File: config.mk
export PLATFORM = sky130hd
export DESIGN_NAME = multi_token_semaphore_unit
export DESIGN_NICKNAME = d
export VERILOG_FILES = /design/src/rtl/mtsu_pkg.sv /design/src/rtl/multi_token_semaphore_unit.sv /design/src/rtl/mtsu_ram.sv
export VERILOG_INCLUDE_DIRS = /design/src /design/src/rtl
export SDC_FILE = /design/constraint.sdc
export NUM_CORES = 1
export LEC_CHECK = 0
export ABC_AREA = 1
export ABC_CLOCK_PERIOD_IN_PS = 5500
export CORE_MARGIN = 2
export CORE_UTILIZATION = 45
export CTS_BUF_LIST = sky130_fd_sc_hd__clkbuf_16
export DETAILED_ROUTE_END_ITERATION = 16
export DONT_BUFFER_PORTS = 1
export SYNTH_ARGS = -nofsm -noshare
export SYNTH_HDL_FRONTEND = slang
export SYNTH_SLANG_ARGS = --single-unit
File: constraint.sdc
create_clock -name clk -period 5.5 [get_ports clk]
set_input_delay 0 -clock clk [delete_from_list [all_inputs] [get_ports clk]]
set_output_delay 0 -clock clk [all_outputs]
set_load 0.005 [all_outputs]
File: src/rtl/assert_macros.svh
// Assertion macros shared by the RTL of the semaphore unit.
// Each macro takes a label, a clock, an active-low reset and two expressions.
`ifndef ASSERT_MACROS_SVH
`define ASSERT_MACROS_SVH

// Same-cycle implication, disabled while reset is asserted.
`define ASSERT_IMPLIES(label, clk, rst_n, ante, cons) \
    label: assert property (@(posedge clk) disable iff (!rst_n) (ante) |-> (cons)) \
        else $error("assertion failed");

// Next-cycle implication, disabled while reset is asserted.
`define ASSERT_NEXT(label, clk, rst_n, ante, cons) \
    label: assert property (@(posedge clk) disable iff (!rst_n) (ante) |=> (cons)) \
        else $error("assertion failed");

`endif

File: src/rtl/mtsu_pkg.sv
// Package of the multi-token semaphore unit: operation, result and error codes.
// Depends on nothing; used by the top level.
`timescale 1ns / 1ps

package mtsu_pkg;

    // Width of the semaphore descriptor fields.
    localparam int SEM_W = 4;

    // Operation codes.
    localparam logic [1:0] FUNC_CREATE = 2'd0;
    localparam logic [1:0] FUNC_LOCK   = 2'd1;
    localparam logic [1:0] FUNC_UNLOCK = 2'd2;
    localparam logic [1:0] FUNC_NONE   = 2'd3;

    // Result kinds.
    localparam logic [2:0] KIND_CREATED = 3'd0;
    localparam logic [2:0] KIND_GRANTED = 3'd1;
    localparam logic [2:0] KIND_QUEUED  = 3'd2;
    localparam logic [2:0] KIND_UNLOCK  = 3'd3;
    localparam logic [2:0] KIND_ERROR   = 3'd4;

    // Error codes.
    localparam logic [2:0] ERR_NONE       = 3'd0;
    localparam logic [2:0] ERR_UNKNOWN    = 3'd1;
    localparam logic [2:0] ERR_TABLE_FULL = 3'd2;
    localparam logic [2:0] ERR_QUEUE_FULL = 3'd3;
    localparam logic [2:0] ERR_NO_SLEEP   = 3'd4;

endpackage

File: src/rtl/multi_token_semaphore_unit.sv
// Multi-token semaphore unit: counting semaphores sharing one FIFO of waiters.
// Create: result registered straight from idle, a new create may follow at once.
// Lock: the lookup state reads the count and its result is registered; busy during the lookup.
// Unlock: lookup, a walk over the queued waiters, then a done state; the walk reads one queue entry a cycle.
// Reset clears state, counts and sleep_enable (to 1); memories are not cleared.
// Results cannot be stalled: each is shown for one cycle under strobe.
`timescale 1ns / 1ps
`include "assert_macros.svh"

module multi_token_semaphore_unit #(
    parameter int NUM_SEMS       = 16,
    parameter int QUEUE_DEPTH    = 16,
    parameter int TOKEN_BITS     = 16,
    parameter int REQUESTER_BITS = 8
) (
    input  logic                        clk,
    input  logic                        rst_n,
    input  logic                        start,
    output logic                        busy,
    input  logic [1:0]                  func,
    input  logic [mtsu_pkg::SEM_W-1:0]  sem_id,
    input  logic [TOKEN_BITS-1:0]       request_tokens,
    input  logic [REQUESTER_BITS-1:0]   requester,
    input  logic                        cfg_we,
    input  logic                        cfg_wdata,
    output logic                        strobe,
    output logic [2:0]                  result_kind,
    output logic [mtsu_pkg::SEM_W-1:0]  sem_out,
    output logic [REQUESTER_BITS-1:0]   requester_out,
    output logic [2:0]                  error_code,
    output logic [TOKEN_BITS-1:0]       tokens_left,
    output logic                        last
);

    localparam int SEM_W  = mtsu_pkg::SEM_W;
    localparam int SEM_AW = (NUM_SEMS > 1) ? $clog2(NUM_SEMS) : 1;
    localparam int CNT_W  = $clog2(NUM_SEMS + 1);
    localparam int CMP_W  = (CNT_W > SEM_W) ? CNT_W : SEM_W;
    localparam int QAW    = (QUEUE_DEPTH > 1) ? $clog2(QUEUE_DEPTH) : 1;
    localparam int QCNT_W = $clog2(QUEUE_DEPTH + 1);
    localparam int ENT_W  = SEM_W + TOKEN_BITS + REQUESTER_BITS;

    typedef enum logic [1:0] {
        ST_IDLE,
        ST_LOOKUP,
        ST_WALK,
        ST_DONE
    } state_t;

    state_t                    state_reg, state_next;
    logic [CNT_W-1:0]          created_reg, created_next;
    logic [QCNT_W-1:0]         qcount_reg, qcount_next;
    logic [QCNT_W-1:0]         idx_reg, idx_next;
    logic [QCNT_W-1:0]         wr_reg, wr_next;
    logic                      grant_on_reg, grant_on_next;
    logic                      sleep_reg, sleep_next;
    logic                      unlock_reg, unlock_next;
    logic [SEM_W-1:0]          sid_reg, sid_next;
    logic [TOKEN_BITS-1:0]     req_reg, req_next;
    logic [REQUESTER_BITS-1:0] who_reg, who_next;
    logic [TOKEN_BITS-1:0]     tok_reg, tok_next;

    logic                      strobe_reg, strobe_next;
    logic [2:0]                kind_reg, kind_next;
    logic [SEM_W-1:0]          semo_reg, semo_next;
    logic [REQUESTER_BITS-1:0] whoo_reg, whoo_next;
    logic [2:0]                err_reg, err_next;
    logic [TOKEN_BITS-1:0]     toko_reg, toko_next;
    logic                      last_reg, last_next;

    // Memory port signals.
    logic                  sem_we;
    logic [SEM_AW-1:0]     sem_waddr;
    logic [TOKEN_BITS-1:0] sem_wdata;
    logic [SEM_AW-1:0]     sem_raddr;
    logic [TOKEN_BITS-1:0] sem_rdata;
    logic                  q_we;
    logic [QAW-1:0]        q_waddr;
    logic [ENT_W-1:0]      q_wdata;
    logic [QAW-1:0]        q_raddr;
    logic [ENT_W-1:0]      q_rdata;

    // Fields of the queue entry under evaluation and walk helpers.
    logic [SEM_W-1:0]          ent_sem;
    logic [TOKEN_BITS-1:0]     ent_need;
    logic [REQUESTER_BITS-1:0] ent_who;
    logic [TOKEN_BITS:0]       sat_sum;
    logic [TOKEN_BITS-1:0]     tok_after;
    logic [QCNT_W-1:0]         idx_inc;
    logic                      take;

    // Token counts per semaphore; entries are written at create before any read.
    mtsu_ram #(
        .WIDTH (TOKEN_BITS),
        .DEPTH (NUM_SEMS)
    ) u_sem_ram (
        .clk   (clk),
        .we    (sem_we),
        .waddr (sem_waddr),
        .wdata (sem_wdata),
        .raddr (sem_raddr),
        .rdata (sem_rdata)
    );

    // Waiter queue; entries below the fill count are valid, in arrival order.
    mtsu_ram #(
        .WIDTH (ENT_W),
        .DEPTH (QUEUE_DEPTH)
    ) u_queue_ram (
        .clk   (clk),
        .we    (q_we),
        .waddr (q_waddr),
        .wdata (q_wdata),
        .raddr (q_raddr),
        .rdata (q_rdata)
    );

    assign {ent_sem, ent_need, ent_who} = q_rdata;
    assign sat_sum   = {1'b0, sem_rdata} + {1'b0, req_reg};
    assign tok_after = tok_reg - ent_need;
    assign idx_inc   = idx_reg + QCNT_W'(1);
    assign take      = grant_on_reg && (ent_sem == sid_reg) && (ent_need <= tok_reg);
    assign sem_raddr = SEM_AW'(sem_id);

    // Sequencer: lookup, then one queue entry per cycle through the grant compare.
    always_comb
    begin
        state_next    = state_reg;
        created_next  = created_reg;
        qcount_next   = qcount_reg;
        idx_next      = idx_reg;
        wr_next       = wr_reg;
        grant_on_next = grant_on_reg;
        sleep_next    = cfg_we ? cfg_wdata : sleep_reg;
        unlock_next   = unlock_reg;
        sid_next      = sid_reg;
        req_next      = req_reg;
        who_next      = who_reg;
        tok_next      = tok_reg;

        strobe_next = 1'b0;
        kind_next   = kind_reg;
        semo_next   = semo_reg;
        whoo_next   = whoo_reg;
        err_next    = err_reg;
        toko_next   = toko_reg;
        last_next   = last_reg;

        sem_we    = 1'b0;
        sem_waddr = created_reg[SEM_AW-1:0];
        sem_wdata = request_tokens;
        q_we      = 1'b0;
        q_waddr   = qcount_reg[QAW-1:0];
        q_wdata   = {sid_reg, req_reg, who_reg};
        q_raddr   = '0;

        unique case (state_reg)
            ST_IDLE:
            begin
                if (start)
                begin
                    sid_next    = sem_id;
                    req_next    = request_tokens;
                    who_next    = requester;
                    unlock_next = (func == mtsu_pkg::FUNC_UNLOCK);
                    unique case (func) inside
                        mtsu_pkg::FUNC_CREATE:
                        begin
                            strobe_next = 1'b1;
                            whoo_next   = '0;
                            last_next   = 1'b1;
                            if (created_reg >= CNT_W'(NUM_SEMS))
                            begin
                                kind_next = mtsu_pkg::KIND_ERROR;
                                semo_next = '0;
                                err_next  = mtsu_pkg::ERR_TABLE_FULL;
                                toko_next = '0;
                            end
                            else
                            begin
                                sem_we       = 1'b1;
                                created_next = created_reg + CNT_W'(1);
                                kind_next    = mtsu_pkg::KIND_CREATED;
                                semo_next    = SEM_W'(created_reg);
                                err_next     = mtsu_pkg::ERR_NONE;
                                toko_next    = request_tokens;
                            end
                        end
                        mtsu_pkg::FUNC_LOCK, mtsu_pkg::FUNC_UNLOCK:
                        begin
                            if (CMP_W'(sem_id) >= CMP_W'(created_reg))
                            begin
                                strobe_next = 1'b1;
                                kind_next   = mtsu_pkg::KIND_ERROR;
                                semo_next   = sem_id;
                                whoo_next   = '0;
                                err_next    = mtsu_pkg::ERR_UNKNOWN;
                                toko_next   = '0;
                                last_next   = 1'b1;
                            end
                            else
                            begin
                                state_next = ST_LOOKUP;
                            end
                        end
                        mtsu_pkg::FUNC_NONE:
                        begin
                            // Unused operation: the transfer is taken and dropped.
                            state_next = ST_IDLE;
                        end
                        default:
                        begin
                            state_next = ST_IDLE;
                        end
                    endcase
                end
            end

            ST_LOOKUP:
            begin
                semo_next = sid_reg;
                err_next  = mtsu_pkg::ERR_NONE;
                sem_waddr = SEM_AW'(sid_reg);
                if (unlock_reg)
                begin
                    // Saturating release, then walk the queue from its head if it holds any waiter.
                    tok_next      = sat_sum[TOKEN_BITS] ? '1 : sat_sum[TOKEN_BITS-1:0];
                    idx_next      = '0;
                    wr_next       = '0;
                    grant_on_next = 1'b1;
                    q_raddr       = '0;
                    state_next    = (qcount_reg == '0) ? ST_DONE : ST_WALK;
                end
                else
                begin
                    strobe_next = 1'b1;
                    last_next   = 1'b1;
                    whoo_next   = '0;
                    toko_next   = sem_rdata;
                    state_next  = ST_IDLE;
                    if (sem_rdata >= req_reg)
                    begin
                        sem_we    = 1'b1;
                        sem_wdata = sem_rdata - req_reg;
                        kind_next = mtsu_pkg::KIND_GRANTED;
                        whoo_next = who_reg;
                        toko_next = sem_rdata - req_reg;
                    end
                    else if (!sleep_reg)
                    begin
                        kind_next = mtsu_pkg::KIND_ERROR;
                        err_next  = mtsu_pkg::ERR_NO_SLEEP;
                    end
                    else if (qcount_reg >= QCNT_W'(QUEUE_DEPTH))
                    begin
                        kind_next = mtsu_pkg::KIND_ERROR;
                        err_next  = mtsu_pkg::ERR_QUEUE_FULL;
                    end
                    else
                    begin
                        q_we        = 1'b1;
                        qcount_next = qcount_reg + QCNT_W'(1);
                        kind_next   = mtsu_pkg::KIND_QUEUED;
                        whoo_next   = who_reg;
                    end
                end
            end

            ST_WALK:
            begin
                // Grant a waiter of this semaphore if it fits; otherwise copy it down to close gaps.
                q_raddr  = idx_inc[QAW-1:0];
                idx_next = idx_inc;
                if (take)
                begin
                    tok_next    = tok_after;
                    strobe_next = 1'b1;
                    kind_next   = mtsu_pkg::KIND_GRANTED;
                    whoo_next   = ent_who;
                    err_next    = mtsu_pkg::ERR_NONE;
                    toko_next   = tok_after;
                    last_next   = 1'b0;
                    if (tok_after == '0)
                    begin
                        grant_on_next = 1'b0;
                    end
                end
                else
                begin
                    q_we    = 1'b1;
                    q_waddr = wr_reg[QAW-1:0];
                    q_wdata = q_rdata;
                    wr_next = wr_reg + QCNT_W'(1);
                end
                if (idx_inc == qcount_reg)
                begin
                    state_next = ST_DONE;
                end
            end

            ST_DONE:
            begin
                sem_we      = 1'b1;
                sem_waddr   = SEM_AW'(sid_reg);
                sem_wdata   = tok_reg;
                qcount_next = wr_reg;
                strobe_next = 1'b1;
                kind_next   = mtsu_pkg::KIND_UNLOCK;
                semo_next   = sid_reg;
                whoo_next   = '0;
                err_next    = mtsu_pkg::ERR_NONE;
                toko_next   = tok_reg;
                last_next   = 1'b1;
                state_next  = ST_IDLE;
            end

            default:
            begin
                state_next = ST_IDLE;
            end
        endcase
    end

    // State, counters and registered result outputs.
    always_ff @(posedge clk or negedge rst_n)
    begin
        if (!rst_n)
        begin
            state_reg    <= ST_IDLE;
            created_reg  <= '0;
            qcount_reg   <= '0;
            idx_reg      <= '0;
            wr_reg       <= '0;
            grant_on_reg <= 1'b0;
            sleep_reg    <= 1'b1;
            unlock_reg   <= 1'b0;
            sid_reg      <= '0;
            req_reg      <= '0;
            who_reg      <= '0;
            tok_reg      <= '0;
            strobe_reg   <= 1'b0;
            kind_reg     <= mtsu_pkg::KIND_CREATED;
            semo_reg     <= '0;
            whoo_reg     <= '0;
            err_reg      <= mtsu_pkg::ERR_NONE;
            toko_reg     <= '0;
            last_reg     <= 1'b0;
        end
        else
        begin
            state_reg    <= state_next;
            created_reg  <= created_next;
            qcount_reg   <= qcount_next;
            idx_reg      <= idx_next;
            wr_reg       <= wr_next;
            grant_on_reg <= grant_on_next;
            sleep_reg    <= sleep_next;
            unlock_reg   <= unlock_next;
            sid_reg      <= sid_next;
            req_reg      <= req_next;
            who_reg      <= who_next;
            tok_reg      <= tok_next;
            strobe_reg   <= strobe_next;
            kind_reg     <= kind_next;
            semo_reg     <= semo_next;
            whoo_reg     <= whoo_next;
            err_reg      <= err_next;
            toko_reg     <= toko_next;
            last_reg     <= last_next;
        end
    end

    assign busy          = (state_reg != ST_IDLE);
    assign strobe        = strobe_reg;
    assign result_kind   = kind_reg;
    assign sem_out       = semo_reg;
    assign requester_out = whoo_reg;
    assign error_code    = err_reg;
    assign tokens_left   = toko_reg;
    assign last          = last_reg;

    // The walk pointer stays inside the filled part of the queue.
    `ASSERT_IMPLIES(a_walk_in_range, clk, rst_n, state_reg == ST_WALK, idx_reg < qcount_reg)
    // Compaction never writes ahead of the entry being read.
    `ASSERT_IMPLIES(a_wr_behind, clk, rst_n, state_reg == ST_WALK, wr_reg <= idx_reg)
    // Only wake-up grants come without the final-result mark.
    `ASSERT_IMPLIES(a_nonlast_grant, clk, rst_n, strobe_reg && !last_reg,
        kind_reg == mtsu_pkg::KIND_GRANTED)
    // The fill count never exceeds the queue depth.
    `ASSERT_IMPLIES(a_qcount_max, clk, rst_n, 1'b1, qcount_reg <= QCNT_W'(QUEUE_DEPTH))

endmodule

File: src/rtl/mtsu_ram.sv
// Generic simple dual-port RAM with one write port and a registered read port.
// Depends on nothing.
`timescale 1ns / 1ps

module mtsu_ram #(
    parameter int WIDTH = 16,
    parameter int DEPTH = 16,
    localparam int AW = (DEPTH > 1) ? $clog2(DEPTH) : 1
) (
    input  logic             clk,
    input  logic             we,
    input  logic [AW-1:0]    waddr,
    input  logic [WIDTH-1:0] wdata,
    input  logic [AW-1:0]    raddr,
    output logic [WIDTH-1:0] rdata
);

    logic [WIDTH-1:0] mem [DEPTH];
    logic [WIDTH-1:0] rdata_reg;

    // Write port and registered read port.
    always_ff @(posedge clk)
    begin
        if (we)
        begin
            mem[waddr] <= wdata;
        end
        rdata_reg <= mem[raddr];
    end

    assign rdata = rdata_reg;

endmodule
==> impl_metrics.py <==
metrics = {
    "timing": {
        "finalHoldViolations": 12,
        "slew_violations": 0,
        "finalSetupTns_ns": 0,
        "worstMarginPinSlew_ns": 1.20,
        "rsz0062_at_grt": "no",
        "fin_crit_ns": 3.95,
        "fin_worst_skew_ns": 0.0247,
        "setup_violations": 0,
        "slew_headroom": 0.197,
        "max_freq_mhz": 253,
        "holdWs_ns": -0.0511,
        "fin_crit_sh": 0.718,
    },
    "drt": {
        "drc_errors": 0,
        "post_drt_via_cell_ratio": 5.62,
        "wl_mm": 106,
        "drt_first_iter_violations": 2679,
        "vias": 26700,
        "detail-route-antenna-nets": 0,
        "routedWlPerCell_microns": 22.3,
        "dr.pass1.iters": 6,
    },
    "floorplanning": {
        "die_area_sq_um": 86900,
        "ios": 72,
        "core_sq_um": 83700,
        "fp.dieW_microns": 295,
        "fp.dieH_microns": 295,
        "start_util": 0.455,
        "fp-row-count": 106,
    },
    "synthesis": {
        "synth.distinct_cells": 55,
        "syn_area_per_cell_sq_um": 10.9,
        "synth-seq-cells": 853,
        "syn_area_sq_um": 38100,
        "seq_area_frac_synth": 0.648,
        "yosysWarnings": 0,
        "synth-edff-count": 704,
        "syn_inst": 3502,
        "ys.flop_type": "edfxtp_1",
        "mappedNetlistNets": 3606,
        "async_reset_ff_frac": 0.123,
    },
    "layout": {
        "drive_gt1_frac": 0.0734,
        "largest_reg_flops": 448,
        "fin_nets": 3639,
        "syn2layout_area_growth_pct": 12.6,
        "postLayoutCoreUtil": 0.512,
    },
    "global_route": {
        "track_usage": 0.243,
        "grt_pass1_wl_mm": 160,
        "grt_overflow": 0,
        "grt_max_degree": 196,
        "antenna_found_initial": 4,
        "grt_pass1_vias": 25400,
    },
    "clock_tree": {
        "cts_tree": "done",
        "cts_inserted_buffers": 91,
        "root_buffer": "clkbuf_16",
        "insertion_delay_ns": 0.65,
        "htreeDepth": 3,
        "cts_buffer_depth": 3,
        "path_clk_slew_ns": 0.06,
        "cts.sinks": 853,
    },
    "hold_path": {
        "hold_path_class": "primary input to async pin",
    },
    "place": {
        "io_buffers": 0,
        "dp_hpwl_mm": 66.7,
        "gp_congestion": 0.939,
    },
    "worst_setup_path": {
        "path_cells": "ha_1 > nand2_2 > inv_2 > a21oi_2 > nor2_1 > nor2_1 > nand2_2 > nand2_2 > nand2_4 > buf_4 > a21oi_4 > nand3_2 > nor2_4",
        "r2r_start": "tok_reg[11]",
        "required_ns": 5.75,
        "critPathLaunchType": "flop",
        "end_kind": "flop",
        "cp-startpoint": "tok_reg[11]",
        "critPathSlowestCell": "nor2_4",
        "crit_top_cell": "nand2_2",
        "path_class": "flop to flop",
        "max_stage_delay_ns": 0.88,
        "cp_top_family": "simple AND/OR/NAND/NOR gates",
        "critical_path.max_fanout": 37,
        "critPathBufInv": 2,
        "cp_data_arrival_time_ns": 4.20,
    },
    "job": {
        "max_cap_violations": 0,
    },
    "power_and_ir_drop": {
        "cellPowerDensity_nw_per_um2": 538,
        "p_leak_uw": 0.0161,
        "p_clk_frac": 0.245,
        "p_sw_frac": 0.386,
        "seqPwrFrac": 0.405,
        "vdd_ir_drop_max_v": 0.000335,
        "combPwrFrac": 0.350,
        "switching_power_uw": 8900,
        "power.internal_uw": 14200,
    },
    "run_status": {
        "violations": "negative hold slack",
        "status": "complete, but fails checks",
    },
}
==> routing by layer <==
metal,wire length (microns),global-route usage,share of wire
met1,47500,0.352,0.45
met2,48100,0.378,0.46
met3,7350,0.0389,0.069
met4,2730,0.0714,0.026
met5,55,0,0.00052
==> worst register-to-register path, cell delays in order (launching register included) <==
cell and delay, ns:
dfrtp_1 0.41, ha_1 0.39, nand2_2 0.15, inv_2 0.04, a21oi_2 0.17, nor2_1 0.06
nor2_1 0.16, nand2_2 0.13, nand2_2 0.11, nand2_4 0.16, buf_4 0.33, a21oi_4 0.29
nand3_2 0.25, nor2_4 0.88
==> area by class of cell <==
type	instances	area (sq um)
clock inverter	75	404
clock buffer	94	2350
fill	7377	40800
tap	1134	1420
multi-input combinational	2192	11800
sequential	853	24700
timing repair buffer	131	1270
inverter	266	1000
antenna	3	7.51
==> power by group through the flow <==
| stage | registers [uW] | logic, uW | clock network (uW) |
|---|---|---|---|
| final | 9360 | 8070 | 5650 |
| after global routing | 9430 | 8920 | 6000 |
| after CTS | 9360 | 7980 | 5730 |
| after detailed placement | 9480 | 7710 | 0 |
| after global placement | 9460 | 7700 | 0 |
| after floorplan | 9280 | 5110 | 0 |
==> cells in the final DEF (no fill, tap or decap), types with 6 or more instances in the layout <==
cell / count
o21ai_1: 68
o211ai_1: 62
nand4_1: 15
o31ai_1: 6
nand3_1: 149
o32ai_1: 7
clkinv_1: 29
clkinv_2: 10
nand3b_1: 14
a21oi_1: 60
dlygate4sd3_1: 75
nor2_2: 16
inv_2: 13
xnor2_1: 10
a21boi_1: 7
mux2i_1: 54
edfxtp_1: 704
nand2_2: 12
buf_4: 50
clkinv_4: 6
o221ai_1: 127
a31oi_1: 6
xor2_1: 23
o21ai_0: 331
nand2_1: 595
inv_1: 275
ha_1: 65
dfxtp_1: 44
nor2_1: 439
nor3_1: 13
o22ai_1: 46
clkbuf_16: 94
dfrtp_1: 103
nor2_4: 20
a21oi_2: 6
==> worst paths after layout <==
path | slack, ns | cells past startpoint | to
worst max register to register | 1.55 | 13 | u_queue_ram.mem[14][18]
max in group asynchronous | 4.99 | 2 | requester_out[4]
worst min register to register | 0.51 | 2 | idx_reg[4]
min in group clk | 0.04 | 3 | u_sem_ram.rdata[13]
worst max-delay path | 1.55 | 13 | u_queue_ram.mem[14][18]
worst min-delay path | -0.05 | 2 | tok_reg[11]
==> cells by family after synthesis <==
kind of cell / synth area share
fa+ha+maj: 0.0233
buf+inv: 0.0485
flops: 0.648
xor+xnor: 0.00759
mux: 0.0142
simple gates: 0.138
compound gates: 0.121
==> per-stage QoR <==
| stage | total power [uW] | setup slack (ns) | hold slack, ns | cells | cell area (sq um) |
|---|---|---|---|---|---|
| 6_report | 23100 | 1.55 | -0.0511 | 4748 | 42900 |
| 5_1_grt | 24300 | 1.30 | 0.0137 | 4745 | 42900 |
| 4_1_cts | 23100 | 1.54 | 0.00325 | 4743 | 42800 |
| 3_5_place_dp | 17200 | 1.56 | -0.277 | 4496 | 39200 |
| 3_3_place_gp | 17200 | 1.62 | -0.278 | 4496 | 39200 |
| 2_1_floorplan | 14400 | 1.88 | -0.296 | 3502 | 38100 |
==> synth_stat cells, types with 4 or more instances <==
cell      number  area share
o21ai_0      338       0.044
nor3_1        14      0.0018
inv_2         13      0.0013
mux2i_1       54       0.014
o211ai_1      62       0.012
a21boi_1       7      0.0014
buf_2         55      0.0072
nand4_1       15      0.0025
nand3_2        4      0.0011
buf_4          8      0.0016
nand2_2       10      0.0016
o21ai_1       61      0.0080
a21oi_2        6      0.0014
nand3b_1      14      0.0028
clkinv_1       4     0.00039
o221ai_1     129       0.030
edfxtp_1     704        0.56
xor2_1        23      0.0053
dfrtp_1      104       0.068
o31ai_1        6      0.0012
o32ai_1        7      0.0016
a21boi_0       4     0.00079
a21oi_1       60      0.0079
buf_6          4      0.0012
inv_1        249       0.025
xnor2_1       10      0.0023
nand3_1      149       0.020
o22ai_1       46      0.0076
ha_1          66       0.022
or2_2          4     0.00066
nor2_1       470       0.046
o21ai_2        4     0.00092
clkbuf_1     106       0.010
a31oi_1        6     0.00099
buf_1         17      0.0017
nand2_1      598       0.059
dfxtp_1       44       0.023
==> timing repair <==
action / CTS / global route
hold endpoints to repair: 326 / 4
hold buffers: 78 / 1
resized for setup: 0 / 0
buffers inserted: 0 / 0
No activity file was read; power rests on OpenSTA's default activity.
